`src/sv/sde_pkg.sv`:
```
// Shared types, constants and tables of the SHA-256 digest engine.
// Depends on nothing; used by sde_ctrl, sde_datapath and sha256_digest_engine.
package sde_pkg;

    localparam int COUNT_W = 61;
    localparam int WORD_W  = 32;
    localparam int BLOCK_W = 512;

    // Source of the byte shifted into the block buffer.
    localparam logic [1:0] SRC_MSG  = 2'd0;
    localparam logic [1:0] SRC_MARK = 2'd1;
    localparam logic [1:0] SRC_ZERO = 2'd2;
    localparam logic [1:0] SRC_LEN  = 2'd3;

    localparam logic [7:0] PAD_MARKER = 8'h80;
    localparam logic [5:0] LEN_FILL   = 6'd56;
    localparam logic [5:0] LAST_FILL  = 6'd63;
    localparam logic [5:0] LAST_ROUND = 6'd63;
    localparam logic [2:0] LAST_WORD  = 3'd7;

    typedef struct packed {
        logic       shift;
        logic [1:0] byte_src;
        logic       count_inc;
        logic [2:0] sub_idx;
        logic [5:0] rnd;
        logic       start;
        logic       round;
        logic       add;
        logic       reinit;
    } sde_cmd_t;

    typedef struct packed {
        logic [5:0] fill;
    } sde_status_t;

    function automatic logic [WORD_W-1:0] initial_h(input logic [2:0] idx);
        logic [WORD_W-1:0] h;
        case (idx)
            3'd0: h = 32'h6a09e667;
            3'd1: h = 32'hbb67ae85;
            3'd2: h = 32'h3c6ef372;
            3'd3: h = 32'ha54ff53a;
            3'd4: h = 32'h510e527f;
            3'd5: h = 32'h9b05688c;
            3'd6: h = 32'h1f83d9ab;
            default: h = 32'h5be0cd19;
        endcase
        return h;
    endfunction

    function automatic logic [WORD_W-1:0] round_k(input logic [5:0] idx);
        logic [WORD_W-1:0] k;
        case (idx)
            6'd0:  k = 32'h428a2f98; 6'd1:  k = 32'h71374491;
            6'd2:  k = 32'hb5c0fbcf; 6'd3:  k = 32'he9b5dba5;
            6'd4:  k = 32'h3956c25b; 6'd5:  k = 32'h59f111f1;
            6'd6:  k = 32'h923f82a4; 6'd7:  k = 32'hab1c5ed5;
            6'd8:  k = 32'hd807aa98; 6'd9:  k = 32'h12835b01;
            6'd10: k = 32'h243185be; 6'd11: k = 32'h550c7dc3;
            6'd12: k = 32'h72be5d74; 6'd13: k = 32'h80deb1fe;
            6'd14: k = 32'h9bdc06a7; 6'd15: k = 32'hc19bf174;
            6'd16: k = 32'he49b69c1; 6'd17: k = 32'hefbe4786;
            6'd18: k = 32'h0fc19dc6; 6'd19: k = 32'h240ca1cc;
            6'd20: k = 32'h2de92c6f; 6'd21: k = 32'h4a7484aa;
            6'd22: k = 32'h5cb0a9dc; 6'd23: k = 32'h76f988da;
            6'd24: k = 32'h983e5152; 6'd25: k = 32'ha831c66d;
            6'd26: k = 32'hb00327c8; 6'd27: k = 32'hbf597fc7;
            6'd28: k = 32'hc6e00bf3; 6'd29: k = 32'hd5a79147;
            6'd30: k = 32'h06ca6351; 6'd31: k = 32'h14292967;
            6'd32: k = 32'h27b70a85; 6'd33: k = 32'h2e1b2138;
            6'd34: k = 32'h4d2c6dfc; 6'd35: k = 32'h53380d13;
            6'd36: k = 32'h650a7354; 6'd37: k = 32'h766a0abb;
            6'd38: k = 32'h81c2c92e; 6'd39: k = 32'h92722c85;
            6'd40: k = 32'ha2bfe8a1; 6'd41: k = 32'ha81a664b;
            6'd42: k = 32'hc24b8b70; 6'd43: k = 32'hc76c51a3;
            6'd44: k = 32'hd192e819; 6'd45: k = 32'hd6990624;
            6'd46: k = 32'hf40e3585; 6'd47: k = 32'h106aa070;
            6'd48: k = 32'h19a4c116; 6'd49: k = 32'h1e376c08;
            6'd50: k = 32'h2748774c; 6'd51: k = 32'h34b0bcb5;
            6'd52: k = 32'h391c0cb3; 6'd53: k = 32'h4ed8aa4a;
            6'd54: k = 32'h5b9cca4f; 6'd55: k = 32'h682e6ff3;
            6'd56: k = 32'h748f82ee; 6'd57: k = 32'h78a5636f;
            6'd58: k = 32'h84c87814; 6'd59: k = 32'h8cc70208;
            6'd60: k = 32'h90befffa; 6'd61: k = 32'ha4506ceb;
            6'd62: k = 32'hbef9a3f7;
            default: k = 32'hc67178f2;
        endcase
        return k;
    endfunction

endpackage

```
`src/sv/sha256_digest_engine.sv`:
```
// SHA-256 digest engine: a byte item is shifted in while idle; the byte that fills a block
// starts a compression (64 rounds on one shared round unit, then the chaining add).
// An end item shifts the padding in at one byte a cycle, held while a compression runs,
// up to 56, then 8 length bytes, with one or two compressions, then offers eight digest
// beats, one per accepted beat. Input is accepted only in the idle state, not during a compression.
// Reset loads the initial hash values and clears the byte count; buffer data is undefined.
module sha256_digest_engine (
    input  logic                          aclk,
    input  logic                          aresetn,
    input  logic                          s_valid,
    output logic                          s_ready,
    input  logic [7:0]                    s_msg_byte,
    input  logic                          s_has_byte,
    input  logic                          s_message_end,
    output logic                          m_valid,
    input  logic                          m_ready,
    output logic [sde_pkg::WORD_W-1:0]    m_digest_word,
    output logic [2:0]                    m_word_index,
    output logic                          m_digest_last
);

    sde_pkg::sde_cmd_t    cmd;
    sde_pkg::sde_status_t status;

    sde_ctrl u_ctrl (
        .aclk          (aclk),
        .aresetn       (aresetn),
        .s_valid       (s_valid),
        .s_ready       (s_ready),
        .s_has_byte    (s_has_byte),
        .s_message_end (s_message_end),
        .m_valid       (m_valid),
        .m_ready       (m_ready),
        .m_word_index  (m_word_index),
        .m_digest_last (m_digest_last),
        .status        (status),
        .cmd           (cmd)
    );

    sde_datapath u_datapath (
        .aclk          (aclk),
        .aresetn       (aresetn),
        .s_msg_byte    (s_msg_byte),
        .cmd           (cmd),
        .status        (status),
        .m_digest_word (m_digest_word)
    );

endmodule

```
`src/sv/sde_datapath.sv`:
```
// Datapath of the SHA-256 digest engine: block buffer and message schedule,
// round logic, chaining words and byte count. Depends on sde_pkg.
module sde_datapath (
    input  logic                          aclk,
    input  logic                          aresetn,
    input  logic [7:0]                    s_msg_byte,
    input  sde_pkg::sde_cmd_t             cmd,
    output sde_pkg::sde_status_t          status,
    output logic [sde_pkg::WORD_W-1:0]    m_digest_word
);

    localparam int WW = sde_pkg::WORD_W;
    localparam int BW = sde_pkg::BLOCK_W;

    function automatic logic [WW-1:0] rotr(input logic [WW-1:0] x, input int n);
        return (x >> n) | (x << (WW - n));
    endfunction

    // The buffer doubles as the 16-word schedule window; word 0 sits at the top.
    function automatic logic [WW-1:0] word_at(input logic [BW-1:0] blk, input int idx);
        return blk[BW-1-WW*idx -: WW];
    endfunction

    logic [BW-1:0]                 msg_reg,   msg_next;
    logic [WW-1:0]                 var_reg   [8];
    logic [WW-1:0]                 var_next  [8];
    logic [WW-1:0]                 chain_reg [8];
    logic [WW-1:0]                 chain_next[8];
    logic [sde_pkg::COUNT_W-1:0]   count_reg, count_next;
    logic [5:0]                    fill_reg,  fill_next;

    logic [63:0]   len_bits;
    logic [7:0]    byte_in;
    logic [WW-1:0] w0, w1, w9, w14, w_new;
    logic [WW-1:0] s0, s1, big_s0, big_s1, ch, maj, t1, t2;

    assign len_bits = {count_reg, 3'b000};

    always_comb begin
        case (cmd.byte_src)
            sde_pkg::SRC_MSG:  byte_in = s_msg_byte;
            sde_pkg::SRC_MARK: byte_in = sde_pkg::PAD_MARKER;
            sde_pkg::SRC_ZERO: byte_in = 8'h00;
            sde_pkg::SRC_LEN:  byte_in = len_bits[{~cmd.sub_idx, 3'b000} +: 8];
            default:           byte_in = 8'h00;
        endcase
    end

    assign w0    = word_at(msg_reg, 0);
    assign w1    = word_at(msg_reg, 1);
    assign w9    = word_at(msg_reg, 9);
    assign w14   = word_at(msg_reg, 14);
    assign s0    = rotr(w1, 7) ^ rotr(w1, 18) ^ (w1 >> 3);
    assign s1    = rotr(w14, 17) ^ rotr(w14, 19) ^ (w14 >> 10);
    assign w_new = w0 + s0 + w9 + s1;

    assign big_s1 = rotr(var_reg[4], 6) ^ rotr(var_reg[4], 11) ^ rotr(var_reg[4], 25);
    assign big_s0 = rotr(var_reg[0], 2) ^ rotr(var_reg[0], 13) ^ rotr(var_reg[0], 22);
    assign ch     = (var_reg[4] & var_reg[5]) ^ (~var_reg[4] & var_reg[6]);
    assign maj    = (var_reg[0] & var_reg[1]) ^ (var_reg[0] & var_reg[2])
                  ^ (var_reg[1] & var_reg[2]);
    assign t1     = var_reg[7] + big_s1 + ch + sde_pkg::round_k(cmd.rnd) + w0;
    assign t2     = big_s0 + maj;

    always_comb begin
        msg_next = msg_reg;
        if (cmd.shift) begin
            msg_next = {msg_reg[BW-9:0], byte_in};
        end else if (cmd.round) begin
            msg_next = {msg_reg[BW-WW-1:0], w_new};
        end
    end

    always_comb begin
        for (int i = 0; i < 8; i++) begin
            var_next[i]   = var_reg[i];
            chain_next[i] = chain_reg[i];
        end
        if (cmd.start) begin
            for (int i = 0; i < 8; i++) begin
                var_next[i] = chain_reg[i];
            end
        end else if (cmd.round) begin
            var_next[7] = var_reg[6];
            var_next[6] = var_reg[5];
            var_next[5] = var_reg[4];
            var_next[4] = var_reg[3] + t1;
            var_next[3] = var_reg[2];
            var_next[2] = var_reg[1];
            var_next[1] = var_reg[0];
            var_next[0] = t1 + t2;
        end
        if (cmd.reinit) begin
            for (int i = 0; i < 8; i++) begin
                chain_next[i] = sde_pkg::initial_h(3'(i));
            end
        end else if (cmd.add) begin
            for (int i = 0; i < 8; i++) begin
                chain_next[i] = chain_reg[i] + var_reg[i];
            end
        end
    end

    always_comb begin
        count_next = count_reg;
        fill_next  = fill_reg;
        if (cmd.reinit) begin
            count_next = '0;
        end else if (cmd.count_inc) begin
            count_next = count_reg + 1'b1;
        end
        if (cmd.shift) begin
            fill_next = fill_reg + 1'b1;
        end
    end

    always_ff @(posedge aclk) begin
        msg_reg <= msg_next;
        for (int i = 0; i < 8; i++) begin
            var_reg[i] <= var_next[i];
        end
    end

    always_ff @(posedge aclk) begin
        if (!aresetn) begin
            for (int i = 0; i < 8; i++) begin
                chain_reg[i] <= sde_pkg::initial_h(3'(i));
            end
            count_reg <= '0;
            fill_reg  <= '0;
        end else begin
            for (int i = 0; i < 8; i++) begin
                chain_reg[i] <= chain_next[i];
            end
            count_reg <= count_next;
            fill_reg  <= fill_next;
        end
    end

    assign status.fill   = fill_reg;
    assign m_digest_word = chain_reg[cmd.sub_idx];

endmodule

```
`src/sv/sde_ctrl.sv`:
```
// Controller of the SHA-256 digest engine: handshakes, padding sequence,
// round counting and digest word output. Depends on sde_pkg.
module sde_ctrl (
    input  logic                  aclk,
    input  logic                  aresetn,
    input  logic                  s_valid,
    output logic                  s_ready,
    input  logic                  s_has_byte,
    input  logic                  s_message_end,
    output logic                  m_valid,
    input  logic                  m_ready,
    output logic [2:0]            m_word_index,
    output logic                  m_digest_last,
    input  sde_pkg::sde_status_t  status,
    output sde_pkg::sde_cmd_t     cmd
);

    localparam logic [2:0] S_IDLE  = 3'd0;
    localparam logic [2:0] S_ROUND = 3'd1;
    localparam logic [2:0] S_ADD   = 3'd2;
    localparam logic [2:0] S_MARK  = 3'd3;
    localparam logic [2:0] S_ZERO  = 3'd4;
    localparam logic [2:0] S_LEN   = 3'd5;
    localparam logic [2:0] S_EMIT  = 3'd6;

    logic [2:0] state_reg, state_next;
    logic [2:0] ret_reg,   ret_next;
    logic [5:0] rnd_reg,   rnd_next;
    logic [2:0] sub_reg,   sub_next;
    logic       block_full;

    assign block_full = (status.fill == sde_pkg::LAST_FILL);

    always_comb begin
        state_next = state_reg;
        ret_next   = ret_reg;
        rnd_next   = rnd_reg;
        sub_next   = sub_reg;

        cmd           = '0;
        cmd.byte_src  = sde_pkg::SRC_MSG;
        cmd.rnd       = rnd_reg;
        cmd.sub_idx   = sub_reg;

        unique case (state_reg)
            S_IDLE: begin
                if (s_valid) begin
                    if (s_has_byte) begin
                        cmd.shift     = 1'b1;
                        cmd.count_inc = 1'b1;
                    end
                    // The byte that fills the buffer starts a compression; an end
                    // flag on the same beat resumes with padding afterward.
                    if (s_has_byte && block_full) begin
                        cmd.start  = 1'b1;
                        rnd_next   = '0;
                        state_next = S_ROUND;
                        ret_next   = s_message_end ? S_MARK : S_IDLE;
                    end else if (s_message_end) begin
                        state_next = S_MARK;
                    end
                end
            end
            S_ROUND: begin
                cmd.round = 1'b1;
                rnd_next  = rnd_reg + 1'b1;
                if (rnd_reg == sde_pkg::LAST_ROUND) begin
                    state_next = S_ADD;
                end
            end
            S_ADD: begin
                cmd.add    = 1'b1;
                state_next = ret_reg;
            end
            S_MARK: begin
                cmd.shift    = 1'b1;
                cmd.byte_src = sde_pkg::SRC_MARK;
                if (block_full) begin
                    cmd.start  = 1'b1;
                    rnd_next   = '0;
                    state_next = S_ROUND;
                    ret_next   = S_ZERO;
                end else begin
                    state_next = S_ZERO;
                end
            end
            S_ZERO: begin
                if (status.fill == sde_pkg::LEN_FILL) begin
                    sub_next   = '0;
                    state_next = S_LEN;
                end else begin
                    cmd.shift    = 1'b1;
                    cmd.byte_src = sde_pkg::SRC_ZERO;
                    if (block_full) begin
                        cmd.start  = 1'b1;
                        rnd_next   = '0;
                        state_next = S_ROUND;
                        ret_next   = S_ZERO;
                    end
                end
            end
            S_LEN: begin
                cmd.shift    = 1'b1;
                cmd.byte_src = sde_pkg::SRC_LEN;
                sub_next     = sub_reg + 1'b1;
                if (sub_reg == sde_pkg::LAST_WORD) begin
                    cmd.start  = 1'b1;
                    rnd_next   = '0;
                    state_next = S_ROUND;
                    ret_next   = S_EMIT;
                end
            end
            S_EMIT: begin
                if (m_ready) begin
                    sub_next = sub_reg + 1'b1;
                    if (sub_reg == sde_pkg::LAST_WORD) begin
                        cmd.reinit = 1'b1;
                        state_next = S_IDLE;
                    end
                end
            end
            default: begin
                state_next = S_IDLE;
            end
        endcase
    end

    always_ff @(posedge aclk) begin
        if (!aresetn) begin
            state_reg <= S_IDLE;
            ret_reg   <= S_IDLE;
            rnd_reg   <= '0;
            sub_reg   <= '0;
        end else begin
            state_reg <= state_next;
            ret_reg   <= ret_next;
            rnd_reg   <= rnd_next;
            sub_reg   <= sub_next;
        end
    end

    assign s_ready       = (state_reg == S_IDLE);
    assign m_valid       = (state_reg == S_EMIT);
    assign m_word_index  = sub_reg;
    assign m_digest_last = (sub_reg == sde_pkg::LAST_WORD);

endmodule
```
`config.mk`:
```
export PLATFORM = sky130hd
export DESIGN_NAME = sha256_digest_engine
export DESIGN_NICKNAME = d
export VERILOG_FILES = /design/src/sv/sde_pkg.sv /design/src/sv/sha256_digest_engine.sv /design/src/sv/sde_datapath.sv /design/src/sv/sde_ctrl.sv
export SDC_FILE = /design/constraint.sdc
export NUM_CORES = 2
export LEC_CHECK = 0
export BUFFER_PORTS_ARGS = -buffer_cell sky130_fd_sc_hd__clkbuf_2
export CORE_MARGIN = 2
export CORE_UTILIZATION = 40
export CTS_CLUSTER_DIAMETER = 80
export DETAILED_ROUTE_END_ITERATION = 16
export PLACE_DENSITY = 0.61
export SLEW_MARGIN = 25
export SYNTH_ARGS = -nofsm -noshare
export SYNTH_HDL_FRONTEND = slang
export SYNTH_SLANG_ARGS = --single-unit
```
`constraint.sdc`:
```
create_clock -name aclk -period 14.7 [get_ports aclk]
set_input_delay 1.47 -clock aclk [delete_from_list [all_inputs] [get_ports aclk]]
set_output_delay 1.47 -clock aclk [all_outputs]
set_load 0.005 [all_outputs]
```
After elaboration in Yosys (flattened, before gate mapping)
Memories as Yosys holds them, arrays and structs flattened. A register that Yosys moved wholly into a read port is not among the register bits.
Index checks and enable logic that the tools add are counted.
W data, S select, Z words.
- equal/unequal tests: 23
- reductions and logical operators: 13
- mux-type cells: 72
- shift operators: 1
- bitwise logic cells: 37
- div/mod/pow operators: 0
- add/sub/neg operators: 22
- $lt $le $gt $ge: 0
- multipliers: 0
- operators by type and width (kind ; number):
    $mux W256 ; 4
    $mux W512 ; 2
    $add A32 B32 Y32 ; 18
    $mux W32 ; 16
    $xor A32 B32 Y32 ; 9
    $and A32 B32 Y32 ; 5
    $shiftx A64 B7 Y8 ; 1
    $add A61 B1 Y61 const B ; 1
    $mux W3 ; 20
    $mux W6 ; 7
    $not A32 Y32 ; 1
    $or A10 B32 Y32 ; 1
    $or A13 B32 Y32 ; 1
    $or A14 B32 Y32 ; 1
    $or A15 B32 Y32 ; 1
    $or A19 B32 Y32 ; 1
    $or A21 B32 Y32 ; 1
    $or A25 B32 Y32 ; 1
    $or A26 B32 Y32 ; 1
    $or A30 B32 Y32 ; 1
    $or A7 B32 Y32 ; 1
    $pmux W8 S4 ; 1
    $xor A32 B22 Y32 ; 1
    $xor A32 B29 Y32 ; 1
    34 further kinds ; 71
- bits in latches: 0
- register bits after elaboration: 594
- memory bits (read-only): 2048
- memories kept: 3
- RAM bits: 512
- memories (name ; depth ; bits a word ; read ports ; clocked after memory_dff ; write ports ; line ; source):
    (name not given) ; 64 ; 32 ; 1 ; 1 ; 0 ; sde_pkg.sv:54 ; case (idx)
    u_datapath.chain_reg ; 8 ; 32 ; 9 ; 1 ; 8 ; sde_datapath.sv:27 ; logic [WW-1:0] chain_reg [8];
    u_datapath.var_reg ; 8 ; 32 ; 8 ; 0 ; 8 ; sde_datapath.sv:25 ; logic [WW-1:0] var_reg [8];

Longest topological paths before layout
An unclocked memory read counts as a cell.
- depth after elaboration: 11
- mapped depth: 34
- depth with buffers taken out: 33

Cells and area by module
Synthesis repeated with hierarchy kept, for this count alone.
- cell total of the unflattened synthesis: 7132
- area, all modules: 75248.4 sq um
- by module, submodules not included (module ; sequential area each (sq um) ; cells each ; instances ; area each (sq um)):
    sde_datapath ; 29528.3 ; 6997 ; 1 ; 74221.2
    sde_ctrl ; 300.3 ; 135 ; 1 ; 1027.2

Worst setup path after synthesis
No wires, ideal clock.
- path kind: input to register
- start: in s_valid
- end: reg u_datapath.msg_reg[0], enable pin
- cell stages on the path: 6
- setup slack: 0.106 ns
- required time: 11.044 ns
- arrival time: 10.938 ns
- path buffers: 3
- cell sequence: and3_1 buf_2 nor2_1 clkbuf_1 clkbuf_1 nand2_1
- word-level cells in the longest chain between the ends: 3
- ends and longest elaborated chain (element ; line ; source):
    from (decl) ; sha256_digest_engine.sv:10 ; input logic s_valid,
    $mux W1 ; sde_ctrl.sv:47 ; if (s_valid) begin
    $pmux W1 S3 ; sde_ctrl.sv:45 ; unique case (state_reg)
    $reduce_bool A2 Y1 (no line) ; - ;
    to (signal assigned) ; sde_datapath.sv:118 ; msg_reg <= msg_next;
    to (decl) ; sde_datapath.sv:24 ; logic [BW-1:0] msg_reg, msg_next;
No other way between the ends.
A chain may end at the register's enable or synchronous reset.

==> run summary <==
outcome - finished clean
syn avg cell area - 9.28 um2
drt drc - 0
share of the synthesized area in the top cell type - 30.5%
Yosys warnings - 0
RSZ-0062 raised after global routing - no
PnR worst setup slack - 6.20 ns
share of flip-flops with an asynchronous set or reset - 0%
Period minus WS final - 8.50 ns
fillcell total - 18100
Tightest Pin Transition - 1.09 ns
I/O pins - 52
clock sink count - 1141
most frequent cells after synthesis - nand2_1, edfxtp_1, a21oi_1, o21ai_0, inv_1
Distinct cells, synth - 92
clock-pin slew on the worst setup and hold paths - 0.06 ns
number of routed nets with antenna violations - 0
FMAX - 0.118 GHz
synthesized flop and latch total - 1141
gp weighted congestion - 0.970
top_reg_cell synth - edfxtp_1
Max Cap Viol - 0
Setup-failing EPs final - 0
Worst EP arrival - 9.00 ns
H-tree depth - 4
die area - 192000 um2
max reg flops - 512
Area Overhead vs Synth - 9.16%
hpwl dp - 172 mm
pin count of the biggest net entering global routing - 210
top cells by area in the synthesized netlist - edfxtp_1, dfxtp_1, nand2_1
Placed Cells incl. Taps - 10300
Fin Clk Skew - 0.0321 ns
Vias - 59400
core footprint - 188000 um2
initial core utilization - 40.3%
Post-Route WL - 237 mm
first-pass GRT wire length - 359 mm
vias in the first global route - 57800
antenna violations before repair - 7
clk_lat worst skew - 0.79 ns
period utilisation layout - 57.9%
fin cells - 10600
Slew Viols, Final - 0
layout cell share with drive strength beyond 1 - 8.38%
Longest Clk Path Bufs - 3
Worst Setup End Kind - register
Hold WS - 0.492 ns
cts bufs inserted - 139
DR pass1 iterations - 6
sequential-to-total area share from yosys stat - 40.4%
CTS tree - built
critical path startpoint category - register
Via-to-Cell Ratio - 5.62
All-Layer GR Usage - 24.2%
Fin Setup TNS - 0 ns
worst-path maximum fanout - 6
Yosys top cell by area - edfxtp_1
post-place setup slack - 6.43 ns
wire per inst - 22.4 um
fin nets - 8560
GR Overflow Total - 0
mapped cell area - 75500 um2
Worst path slowest cell - a31oi_1
Hold Crit Class - register to register
cts hold-fix bufs - 0
Die X - 439 um
syn_nets - 8739
Rel. slew slack - 27.6%
CTS root buffer - clkbuf_16
Post-synth EDFFs - 768
Post-Syn Instances - 8135
Req. time, crit path - 15.20 ns
DR iter-0 viols - 5317
count leader, synth - nand2_1
buffers added on ports - 51
post_cts resized - 0
Worst path max stage delay - 0.68 ns
Die H - 439 um
WS Path Type - register to register
num rows - 159
postcts setup bufs - 0
Hold Vio Cnt, Final - 0
## cell families (layout without fill, tap and decap cells)
logic type / count (synthesis) / after routing / synth area share (%)
and+or+nand+nor: 2878 / 2878 / 16.0
AOI/OAI and AO/OA: 1692 / 1692 / 14.0
DFF: 1141 / 1141 / 40.4
buffers and inverters: 861 / 795 / 4.32
xor gates and xnor gates: 606 / 606 / 7.03
adders and majority gates: 593 / 593 / 11.8
muxes: 364 / 364 / 6.50
other: 0 / 3 / 0
## final cells by class
| class | count | area, um2 | share of cell area, % |
|---|---|---|---|
| antenna | 3 | 7.51 | 0.00911 |
| clock buffer | 191 | 3890 | 4.72 |
| clock inverter | 63 | 621 | 0.753 |
| inverter | 422 | 1600 | 1.94 |
| multi-input combinational | 6133 | 41800 | 50.7 |
| sequential | 1141 | 30500 | 37.0 |
| tap | 2495 | 3120 | 3.79 |
| timing repair buffer | 119 | 840 | 1.02 |
## worst max-delay path, delay by kind of cell (launching register included)
kind | cells | cell delay [ns]
compound gates | 12 | 3.21
xor+xnor | 1 | 0.13
fa+ha+maj | 7 | 2.70
buf+inv | 5 | 0.38
flops | 1 | 0.53
mux | 2 | 0.49
simple gates | 6 | 0.77
## through the flow
step	area [um2]	util (%)
finish	82400	43.9
global route	82400	43.9
CTS	82400	43.9
global placement	77900	41.5
detailed placement	77900	41.5
floorplan	75500	-
## layer usage
layer  vias to the layer above  routed length (um)  global-route usage (%)
li1                      27900                   -                       -
met1                     29100              102000                    32.2
met2                      1946              109000                    39.0
met3                       420               15100                    4.15
met4                         2               10700                    10.4
met5                         -                  11                       0
## final timing paths
| check | slack, ns | from | cells after the start | endpoint |
|---|---|---|---|---|
| worst max-delay path | 6.20 | u_datapath.var_reg[2][0]$_DFFE_PP_ | 33 | u_datapath.var_reg[0][31]$_DFFE_PP_ |
| worst min-delay path | 0.49 | u_datapath.chain_reg[6][10]$_SDFFE_PP0N_ | 2 | u_datapath.chain_reg[6][10]$_SDFFE_PP0N_ |
| worst max register to register | 6.20 | u_datapath.var_reg[2][0]$_DFFE_PP_ | 33 | u_datapath.var_reg[0][31]$_DFFE_PP_ |
| worst min register to register | 0.49 | u_datapath.chain_reg[6][10]$_SDFFE_PP0N_ | 2 | u_datapath.chain_reg[6][10]$_SDFFE_PP0N_ |
## cell usage in the layout, fill, tap and decap left out, types with 18 or more instances in the layout
master	count
ha_1	395
o211ai_1	98
clkbuf_2	51
mux4_2	78
o21ai_0	440
a31oi_1	62
a21o_1	211
nand2_1	1972
buf_4	60
fa_1	195
a211oi_1	46
nand4_1	38
inv_1	417
mux2_2	231
or3_1	28
clkbuf_1	36
a211o_1	21
and3_1	50
edfxtp_1	768
o31ai_1	32
nor2_1	352
nor2b_1	61
nor3b_1	18
xor2_1	223
clkinv_1	22
mux2i_1	55
clkbuf_16	144
dfxtp_1	370
nand2b_1	57
and2_1	27
a21oi_1	486
nand3_1	124
nor3_1	75
o21bai_1	39
o22ai_1	21
xnor2_1	383
o21a_1	59
Power is left out: the tool's default activity adds up to more than one toggle a clock period on the data nets, which glitch-free logic cannot reach.
